`config.mk`:
```
export PLATFORM = sky130hd
export DESIGN_NAME = circular_fifo_with_search
export DESIGN_NICKNAME = d
export VERILOG_FILES = /design/src/rtl/cfws_pkg.sv /design/src/rtl/cfws_cell.sv /design/src/rtl/circular_fifo_with_search.sv
export SDC_FILE = /design/constraint.sdc
export NUM_CORES = 1
export LEC_CHECK = 0
export CAP_MARGIN = 20
export CORE_UTILIZATION = 50
export DETAILED_ROUTE_END_ITERATION = 10
export DONT_BUFFER_PORTS = 1
export PLACE_DENSITY = 0.68
export SYNTH_ARGS = -nofsm -noshare
export SYNTH_HDL_FRONTEND = slang
export SYNTH_SLANG_ARGS = --single-unit
export TNS_END_PERCENT = 10
```
`constraint.sdc`:
```
create_clock -name i_clk -period 3.5 [get_ports i_clk]
set_input_delay 0.35 -clock i_clk [delete_from_list [all_inputs] [get_ports i_clk]]
set_output_delay 0.35 -clock i_clk [all_outputs]
set_load 0.1 [all_outputs]
```
`src/rtl/cfws_pkg.sv`:
```
// ----------------------------------------------------------------------------
// cfws_pkg
// Shared types and constants for the circular FIFO with search.
// ----------------------------------------------------------------------------
package cfws_pkg;

    localparam int DEPTH_DEF      = 16;
    localparam int DATA_WIDTH_DEF = 32;

    localparam logic [2:0] OP_INSERT   = 3'd0;
    localparam logic [2:0] OP_DELETE   = 3'd1;
    localparam logic [2:0] OP_COUNT    = 3'd2;
    localparam logic [2:0] OP_SEARCH   = 3'd3;
    localparam logic [2:0] OP_TRAVERSE = 3'd4;

    localparam logic [1:0] ST_OK        = 2'd0;
    localparam logic [1:0] ST_OVERFLOW  = 2'd1;
    localparam logic [1:0] ST_UNDERFLOW = 2'd2;
    localparam logic [1:0] ST_EMPTY     = 2'd3;

    typedef struct packed {
        logic [2:0]         op;
        logic signed [31:0] value;
    } t_req;

    typedef struct packed {
        logic [1:0]         status;
        logic signed [31:0] data;
        logic               found;
        logic [4:0]         occupancy;
        logic               last;
    } t_res;

    // cell update modes, broadcast to every cell
    typedef enum logic [1:0] {
        MODE_HOLD   = 2'd0,
        MODE_LOAD   = 2'd1,
        MODE_SHIFT  = 2'd2,
        MODE_ROTATE = 2'd3
    } t_mode;

    typedef struct packed {
        t_mode mode;
    } t_cell_ctl;

endpackage

```
`src/rtl/cfws_cell.sv`:
```
// ----------------------------------------------------------------------------
// cfws_cell
// One queue entry. Cell 0 holds the head; entries move toward cell 0.
// ----------------------------------------------------------------------------
module cfws_cell
    import cfws_pkg::*;
#(
    parameter int DATA_WIDTH = DATA_WIDTH_DEF,
    parameter int FW         = 5,
    parameter int IDX        = 0
) (
    input  logic                  i_clk,
    input  t_cell_ctl             i_ctl,
    input  logic [FW-1:0]         i_fill,
    input  logic [DATA_WIDTH-1:0] i_value,
    input  logic [DATA_WIDTH-1:0] i_next,
    input  logic [DATA_WIDTH-1:0] i_head,
    output logic [DATA_WIDTH-1:0] o_data
);

    logic [DATA_WIDTH-1:0] r_data;
    logic [DATA_WIDTH-1:0] n_data;

    always_comb begin
        n_data = r_data;
        unique case (i_ctl.mode)
            MODE_HOLD: begin
                n_data = r_data;
            end
            MODE_LOAD: begin
                if (i_fill == FW'(IDX)) begin
                    n_data = i_value;
                end
            end
            MODE_SHIFT: begin
                n_data = i_next;
            end
            MODE_ROTATE: begin
                // last occupied cell takes the head back
                if (i_fill == FW'(IDX + 1)) begin
                    n_data = i_head;
                end else begin
                    n_data = i_next;
                end
            end
            default: begin
                n_data = r_data;
            end
        endcase
    end

    always_ff @(posedge i_clk) begin
        r_data <= n_data;
    end

    assign o_data = r_data;

endmodule

```
`src/rtl/circular_fifo_with_search.sv`:
```
// ----------------------------------------------------------------------------
// circular_fifo_with_search
// Fixed-depth FIFO built as a row of cells, with count, search and traverse.
// ----------------------------------------------------------------------------
// Insert, delete and count never raise busy, and the result
// strobes on o_valid in the cycle after start. Search and traverse rotate the
// occupied cells past cell 0 once, one entry per cycle, keeping busy high
// while they run; traverse emits one result per cycle, search emits its
// single result after the last entry has passed.
// On an empty queue they return a result without going busy. Results are never held off.
// ----------------------------------------------------------------------------
module circular_fifo_with_search
    import cfws_pkg::*;
#(
    parameter int DEPTH      = DEPTH_DEF,
    parameter int DATA_WIDTH = DATA_WIDTH_DEF
) (
    input  logic i_clk,
    input  logic i_rst_n,
    input  logic start,
    input  t_req i_req,
    output logic busy,
    output logic o_valid,
    output t_res o_res
);

    localparam int FW = $clog2(DEPTH + 1);

    typedef enum logic [2:0] {
        S_IDLE   = 3'b001,
        S_SEARCH = 3'b010,
        S_TRAV   = 3'b100
    } t_state;

    t_state                r_state, n_state;
    logic [FW-1:0]         r_fill,  n_fill;
    logic [FW-1:0]         r_cnt,   n_cnt;
    logic [DATA_WIDTH-1:0] r_key,   n_key;
    logic                  r_hit,   n_hit;
    logic                  r_valid, n_valid;
    t_res                  r_res,   n_res;

    t_cell_ctl             w_ctl;
    logic [DATA_WIDTH-1:0] w_value;
    logic [DATA_WIDTH-1:0] w_data [DEPTH];
    logic [DATA_WIDTH-1:0] w_next [DEPTH];
    logic                  w_hit;

    assign w_value = DATA_WIDTH'($unsigned(i_req.value));
    assign w_hit   = r_hit | (w_data[0] == r_key);

    genvar gi;
    generate
        for (gi = 0; gi < DEPTH; gi++) begin : g_cell
            if (gi == DEPTH - 1) begin : g_end
                assign w_next[gi] = w_data[gi];
            end else begin : g_mid
                assign w_next[gi] = w_data[gi+1];
            end
            cfws_cell #(
                .DATA_WIDTH (DATA_WIDTH),
                .FW         (FW),
                .IDX        (gi)
            ) u_cell (
                .i_clk   (i_clk),
                .i_ctl   (w_ctl),
                .i_fill  (r_fill),
                .i_value (w_value),
                .i_next  (w_next[gi]),
                .i_head  (w_data[0]),
                .o_data  (w_data[gi])
            );
        end
    endgenerate

    always_comb begin
        n_state        = r_state;
        n_fill         = r_fill;
        n_cnt          = r_cnt;
        n_key          = r_key;
        n_hit          = r_hit;
        n_valid        = 1'b0;
        n_res          = r_res;
        w_ctl.mode     = MODE_HOLD;
        n_res.status   = ST_OK;
        n_res.data     = '0;
        n_res.found    = 1'b0;
        n_res.occupancy = 5'(r_fill);
        n_res.last     = 1'b1;

        unique case (r_state)
            S_IDLE: begin
                if (start) begin
                    unique case (i_req.op)
                        OP_INSERT: begin
                            n_valid = 1'b1;
                            if (r_fill == FW'(DEPTH)) begin
                                n_res.status = ST_OVERFLOW;
                            end else begin
                                w_ctl.mode      = MODE_LOAD;
                                n_fill          = r_fill + FW'(1);
                                n_res.occupancy = 5'(n_fill);
                            end
                        end
                        OP_DELETE: begin
                            n_valid = 1'b1;
                            if (r_fill == '0) begin
                                n_res.status = ST_UNDERFLOW;
                            end else begin
                                w_ctl.mode      = MODE_SHIFT;
                                n_fill          = r_fill - FW'(1);
                                n_res.data      = 32'(w_data[0]);
                                n_res.occupancy = 5'(n_fill);
                            end
                        end
                        OP_COUNT: begin
                            n_valid = 1'b1;
                        end
                        OP_SEARCH: begin
                            if (r_fill == '0) begin
                                n_valid = 1'b1;
                            end else begin
                                n_state = S_SEARCH;
                                n_cnt   = r_fill;
                                n_key   = w_value;
                                n_hit   = 1'b0;
                            end
                        end
                        OP_TRAVERSE: begin
                            if (r_fill == '0) begin
                                n_valid      = 1'b1;
                                n_res.status = ST_EMPTY;
                            end else begin
                                n_state = S_TRAV;
                                n_cnt   = r_fill;
                            end
                        end
                        default: begin
                        end
                    endcase
                end
            end
            S_SEARCH: begin
                w_ctl.mode = MODE_ROTATE;
                n_hit      = w_hit;
                n_cnt      = r_cnt - FW'(1);
                if (r_cnt == FW'(1)) begin
                    n_valid     = 1'b1;
                    n_res.found = w_hit;
                    n_state     = S_IDLE;
                end
            end
            S_TRAV: begin
                w_ctl.mode = MODE_ROTATE;
                n_cnt      = r_cnt - FW'(1);
                n_valid    = 1'b1;
                n_res.data = 32'(w_data[0]);
                n_res.last = (r_cnt == FW'(1));
                if (r_cnt == FW'(1)) begin
                    n_state = S_IDLE;
                end
            end
            default: begin
                n_state = S_IDLE;
            end
        endcase
    end

    always_ff @(posedge i_clk) begin
        if (!i_rst_n) begin
            r_state <= S_IDLE;
            r_fill  <= '0;
            r_cnt   <= '0;
            r_hit   <= 1'b0;
            r_valid <= 1'b0;
        end else begin
            r_state <= n_state;
            r_fill  <= n_fill;
            r_cnt   <= n_cnt;
            r_hit   <= n_hit;
            r_valid <= n_valid;
        end
    end

    always_ff @(posedge i_clk) begin
        r_key <= n_key;
        r_res <= n_res;
    end

    assign busy    = (r_state != S_IDLE);
    assign o_valid = r_valid;
    assign o_res   = r_res;

endmodule
```
# After elaboration in Yosys (flattened, before gate mapping)
# Index checks and enable logic that the tools add are counted.
dict set report classes {
  add_sub_neg 3
  n_mul 0
  div_mod_pow 0
  n_lt_le_gt_ge 0
  eq_ne 55
  shift 0
  muxes 85
  bitwise_logic 4
  reduce_logical 31
}
# operator count
set ops {}
lappend ops {{case mux 32 bit (3 select lines)} 15}
lappend ops {{two-way mux 32 bit} 35}
lappend ops {{case mux 32 bit (2 select lines)} 2}
lappend ops {{equality test 5 x 4 -> 1 bit, second input constant} 8}
lappend ops {{two-way mux 5 bit} 7}
lappend ops {{inequality test 2 x 1 -> 1 bit, second input constant} 17}
lappend ops {{equality test 32 bit} 1}
lappend ops {{AND reduction 2 bit} 16}
lappend ops {{equality test 5 x 3 -> 1 bit, second input constant} 4}
lappend ops {{case mux 5 bit (2 select lines)} 2}
lappend ops {{two-way mux 3 bit} 4}
lappend ops {{inequality test 2 bit, second input constant} 6}
lappend ops {{case mux 3 bit (2 select lines)} 2}
lappend ops {{AND reduction 4 bit} 3}
lappend ops {{equality test 5 x 1 -> 1 bit, second input constant} 2}
lappend ops {{equality test 5 x 2 -> 1 bit, second input constant} 2}
lappend ops {{subtractor 5 x 1 -> 5 bit, second input constant} 2}
lappend ops {{equality test 3 x 2 -> 1 bit, second input constant} 3}
lappend ops {{two-way mux 1 bit} 8}
lappend ops {{two-way mux 2 bit} 4}
lappend ops {{case mux 2 bit (2 select lines)} 2}
lappend ops {{equality test 3 x 1 -> 1 bit, second input constant} 2}
lappend ops {{equality test 3 bit, second input constant} 2}
lappend ops {{inequality test 3 x 1 -> 1 bit, second input constant} 2}
lappend ops {{other kinds (18)} 27}
dict set report word_totals {
  reg_bits 600
  latchBits 0
  ram_bits 0
  rom_bits 0
  inputBits 38
  out_inout_bits 43
  word_cells 205
  mem_count 0
}

# Depth between registers and ports, before layout
dict set report logic_depth {
  word_depth 9
  ltp_mapped 11
  mapped_depth_nobuf 7
}

# By module
# Synthesis repeated with hierarchy kept, for this count alone.
dict set report hier_totals {
  hier_cells 3400
  hier_area_um2 33002.9
}
# module instances cells_per_inst area_per_inst_um2 seq_area_each_um2
set by_module_without_submodules {}
lappend by_module_without_submodules {{cfws_cell at g_cell[4].u_cell ...} 2 216 1949.4 960.9}
lappend by_module_without_submodules {{cfws_cell at g_cell[10].u_cell ...} 2 192 1840.5 960.9}
lappend by_module_without_submodules {{cfws_cell at g_cell[5].u_cell ...} 2 187 1773.0 960.9}
lappend by_module_without_submodules {circular_fifo_with_search 1 296 3478.3 2082.0}
lappend by_module_without_submodules {{cfws_cell at g_cell[14].u_cell} 1 216 2053.2 960.9}
lappend by_module_without_submodules {{cfws_cell at g_cell[2].u_cell} 1 191 1901.8 960.9}
lappend by_module_without_submodules {{cfws_cell at g_cell[0].u_cell} 1 191 1880.6 960.9}
lappend by_module_without_submodules {{cfws_cell at g_cell[12].u_cell} 1 192 1846.8 960.9}
lappend by_module_without_submodules {{cfws_cell at g_cell[3].u_cell} 1 189 1820.5 960.9}
lappend by_module_without_submodules {{cfws_cell at g_cell[11].u_cell} 1 190 1810.5 960.9}
lappend by_module_without_submodules {{cfws_cell at g_cell[1].u_cell} 1 186 1778.0 960.9}
lappend by_module_without_submodules {{cfws_cell at g_cell[7].u_cell} 1 186 1776.7 960.9}
lappend by_module_without_submodules {{cfws_cell at g_cell[13].u_cell} 1 187 1771.7 960.9}
lappend by_module_without_submodules {{cfws_cell at g_cell[15].u_cell} 1 186 1759.2 960.9}

# Worst setup path before layout
# Ideal clock, no wire load.
dict set report synth_path {
  kind {flip-flop to flip-flop}
  from {reg r_fill[0]}
  to {reg r_key[0] (enable)}
  setup_ns 0.466
  arrival_ns 3.306
  t_required_ns 3.034
  setup_slack_ns -0.272
  stages_incl_launch_ff 5
  path_buffers 0
  period_less_slack_ns 3.772
  path_cell_list {dfxtp_1 > inv_1 > ha_1 > nor4b_1 > nor3_1}
}
dict set report synth_via {
  elab_chain_len 3
}
# element line
set synth_rtl {}
lappend synth_rtl {{start, declared} circular_fifo_with_search.sv:36} ;# logic [FW-1:0] r_fill, n_fill;
lappend synth_rtl {{start signal, assigned} circular_fifo_with_search.sv:178} ;# r_fill <= n_fill;
lappend synth_rtl {{logical NOT 5 bit} circular_fifo_with_search.sv:120} ;# if (r_fill == '0) begin
lappend synth_rtl {{inverter 1 bit (no source line)} --}
lappend synth_rtl {{AND reduction 4 bit (no source line)} --}
lappend synth_rtl {{end signal, assigned} circular_fifo_with_search.sv:186} ;# r_key <= n_key;
lappend synth_rtl {{end, declared} circular_fifo_with_search.sv:38} ;# logic [DATA_WIDTH-1:0] r_key, n_key;
# Every way passes these cells.
# A chain may end at the register's enable or synchronous reset.

# Final worst setup path
dict set report layout_path {
  from {reg r_fill[0]}
  to {reg g_cell[14].u_cell.r_data[30] (enable)}
}
dict set report layout_via {
  elab_chain_len 8
  elab_cells_between_ends 13
  cone_classes {4 x eq/ne; 5 x mux; 1 x bitwise; 3 x reduce/logical}
}
# element line
set layout_rtl {}
lappend layout_rtl {{equality test 5 bit or logical NOT 5 bit (tied branches)} {circular_fifo_with_search.sv:97, circular_fifo_with_search.sv:107}}
lappend layout_rtl {{two-way mux 1 bit or two-way mux 2 bit (tied branches)} {circular_fifo_with_search.sv:97, circular_fifo_with_search.sv:107}}
lappend layout_rtl {{case mux 2 bit (2 select lines)} circular_fifo_with_search.sv:94} ;# unique case (i_req.op)
lappend layout_rtl {{two-way mux 2 bit} circular_fifo_with_search.sv:93} ;# if (start) begin
lappend layout_rtl {{case mux 2 bit (2 select lines)} circular_fifo_with_search.sv:91} ;# unique case (r_state)
lappend layout_rtl {{equality test 2 x 1 -> 1 bit or logical NOT 2 bit (tied branches)} cfws_cell.sv:26} ;# unique case (i_ctl.mode)
lappend layout_rtl {{inequality test 2 x 1 -> 1 bit (no source line) or inverter 1 bit (tied branches)} --}
lappend layout_rtl {{AND reduction 2 bit (no source line) (*)} --}
lappend layout_rtl {{end signal, assigned} cfws_cell.sv:53} ;# r_data <= n_data;
lappend layout_rtl {{end, declared} cfws_cell.sv:21} ;# logic [DATA_WIDTH-1:0] r_data;
# Mark *: on every way between the ends. The rest lies on a longest branch, timed or not.

==> results by group <==
Global routing
  • Number of global-route vias before repair: 16501
  • Initial antenna violation count: 3
  • First-pass GRT wire length: 107000 µm
  • Largest net degree at the start of global routing: 48
  • GRT Total Usage: 0.267
  • Global route overflow: 0

Placement
  • DP Cell Count: 2238
  • DPL Wire Length: 40800 µm
  • IO buf count: 0
  • DP Worst Slack: 0.369 ns
  • Final Wtd Congestion: 0.835

Final layout
  • Layout Nets: 1702
  • Storage element area: 17500 µm²
  • Multi-input logic area: 7380 µm²
  • FILL cells: 4080
  • Layout Area Growth over Synthesis: 10.3%
  • Share of cells above drive strength 1: 0.125
  • Finished Layout Cells: 2393

Die
  • I/O pins: 81
  • Die ar.: 52800 µm²
  • Site Rows: 83
  • Initial core utilization: 0.506
  • Die span in y: 230 µm
  • Die width: 230 µm
  • Core area: 51300 µm²

Clock network
  • Clk Latency, worst-skew pair: 0.63 ns
  • CTS buffer count: 59
  • CTS tree: yes
  • CTS sink cnt: 600
  • CTS Buffer Depth: 3
  • Clock-pin slew on the worst setup and hold paths: 0.06 ns
  • Root Buffer: clkbuf_16
  • Postcts setup bufs: 0
  • H-tree depth: 2

Setup path
  • Worst path buffer plus inverter count: 3
  • Total number of cells along the worst setup path: 9
  • Crit start category: register
  • Arrival time worst endpoint: 3.45 ns
  • CP dominant cell by count: buf_4
  • Slowest CP cell: a21oi_4
  • Critical Path Fanout Max: 17
  • Reg2reg path depth: 9
  • Slowest stage delay, CP: 0.58 ns
  • Worst path cell trace: inv_1, ha_1, nor4bb_1, buf_4, or2_2, a21oi_1, nor2_4, a21oi_4, buf_4
  • Required time worst endpoint: 3.80 ns
  • Critical Path End Type: register
  • Crit Path Class: reg -> reg
  • Family with the most delay on the worst path: compound AO/OA/AOI/OAI gates

STA
  • Max-slew headroom: 0.253
  • Final period utilization: 0.900
  • Setup TNS: 0 ns
  • Worst hold slack: 0.0368 ns
  • Setup ws final: 0.349 ns
  • Final hold vios: 0
  • Setup-failing EPs final: 0
  • F_max: 0.317 GHz
  • Final Max Slew Viols: 0
  • Min Tclk post-route: 3.15 ns
  • Worst-Margin Slew: 1.12 ns
  • Clk_skew: 0.0139 ns
  • RSZ-0062 raised after global routing: no

Logic synthesis
  • Synth top cells by count: edfxtp_1 (544), a221o_1 (449), clkbuf_1 (133), nand2_1 (126), dfxtp_1 (56)
  • Post-Synth XOR/XNOR Area: 0.0121
  • Main area contributors after synthesis: edfxtp_1 (63%), a221o_1 (17%), dfxtp_1 (4.3%)
  • Syn_nets: 1778
  • Post-synthesis async set-or-reset flop share: 0
  • Synth Register Bits: 600
  • Sequential area share after synthesis: 0.672
  • Post-synth EDFFs: 544
  • Post-synthesis compound-gate area fraction: 0.196
  • Post-Synth Simple-Gate Area: 0.0589
  • Synth cell types: 53
  • Synth warn: 0
  • Synth Area per Inst: 15.0 µm²
  • Count leader, synth: edfxtp_1
  • Synth Area in Adders: 0.00386
  • Cell count after synthesis: 1732
  • Synth Cell Area: 26000 µm²
  • Synth top area share: 0.629
  • Post-synthesis mux area share: 0.000386
  • Leading area contributor after synthesis: edfxtp_1
  • Largest family of logic cells by synthesized area: compound AO/OA/AOI/OAI gates
  • Most used DFF post-synth: edfxtp_1

Min path
  • Min-delay worst type: in -> reg
  • WHS Path Cells: 3

Route
  • Wire length per cell: 29.4 µm
  • Initial DRC Count: 2308
  • Antenna-violating nets left: 0
  • DRC viols: 0
  • Initial DRT Pass Iterations: 6
  • DR vias: 16823
  • Vias per Instance: 7.03
  • DRT Wirelength: 70400 µm

Power
  • Final Power: 15.2 mW
  • P per Cell Area: 530 nW/µm²
  • Leak: 9.66 nW
  • Worst VDD drop: 0.412 mV

Flow run
  • Total of max-cap violations: 0

Status
  • Outcome: completed
-- layout make-up --
| cell class | count | area share |
|---|---|---|
| Multi-Input combinational cell | 873 | 0.258 |
| Clock inverter | 31 | 0.00948 |
| Inverter | 10 | 0.00131 |
| Tap cell | 680 | 0.0297 |
| Sequential cell | 600 | 0.610 |
| Antenna cell | 6 | 0.000524 |
| Timing Repair Buffer | 112 | 0.0352 |
| Clock buffer | 81 | 0.0566 |
-- power breakdown --
group / switching [mW] / internal, mW
sequential: 0.112 / 7.99
clock: 2.76 / 3.54
combinational: 0.451 / 0.327
-- path summary, 6_finish.rpt --
| kind | endpoint | startpoint | slack (ns) |
|---|---|---|---|
| worst min register to register | r_hit | r_hit | 0.50 |
| worst min-delay path | o_valid | i_req[34] | 0.04 |
| worst max-delay path | g_cell[14].u_cell.o_data[30] | r_fill[0] | 0.35 |
| worst max register to register | g_cell[14].u_cell.o_data[30] | r_fill[0] | 0.35 |
-- registers in the layout, indices dropped and copies added, names as in the netlist --
signal                flops
g_cell.u_cell.o_data    512
o_res                    41
o_valid                   1
r_cnt                     5
r_hit                     1
r_key                    32
r_state                   3
r_fill                    5
-- repair_timing --
item	in CTS	in global routing
endpoints found under the hold margin	79	0
resized for setup	0	0
hold buffers	37	0
-- worst min-delay path, stage by stage --
cell and delay [ns]:
a21oi_1 0.04, o21ai_0 0.15, a21oi_1 0.07
-- cell usage in the layout (no fill, tap or decap), types with 4 or more instances in the layout --
master and n:
a21o_1 34, a21oi_1 15, a21oi_4 14, a221o_1 449, and2_1 6, and3_1 33, buf_12 6, buf_4 69
bufinv_16 4, clkbuf_1 18, clkbuf_16 61, clkinv_1 12, clkinv_2 9, dfxtp_1 56, diode_2 6, dlygate4sd3_1 37
edfxtp_1 544, ha_1 8, inv_1 10, nand2_1 126, nand2_4 13, nand3_1 6, nand4_1 8, nor2_1 14
nor2_4 15, nor2b_1 39, nor3_1 5, o21ai_0 7, xnor2_1 34
-- metrics by stage --
stage | cell area (µm²) | utilization
floorplan | 26000 | -
global placement | 26400 | 0.514
detailed placement | 26400 | 0.514
CTS | 28600 | 0.558
global route | 28600 | 0.558
finish | 28600 | 0.558
-- cell families (layout without fill, tap and decap cells) --
| kind of cell | after synthesis | in the layout |
|---|---|---|
| flip-flops | 600 | 600 |
| AO/OA/AOI/OAI | 538 | 538 |
| AND/OR/NAND/NOR | 290 | 290 |
| buffers and inverters | 259 | 234 |
| XOR/XNOR | 36 | 36 |
| adder cells (fa/ha/maj) | 8 | 8 |
| multiplexers | 1 | 1 |
| other | 0 | 6 |
-- layer usage --
layer	up-vias	wire length (µm)	GRT usage	share of wire
met5	-	13	0	0.00018
met4	2	2050	0.0900	0.029
met3	136	7220	0.0624	0.10
met2	1067	33000	0.420	0.47
met1	8628	28100	0.367	0.40
li1	6990	-	-	-
No activity file was read; power rests on OpenSTA's default activity.
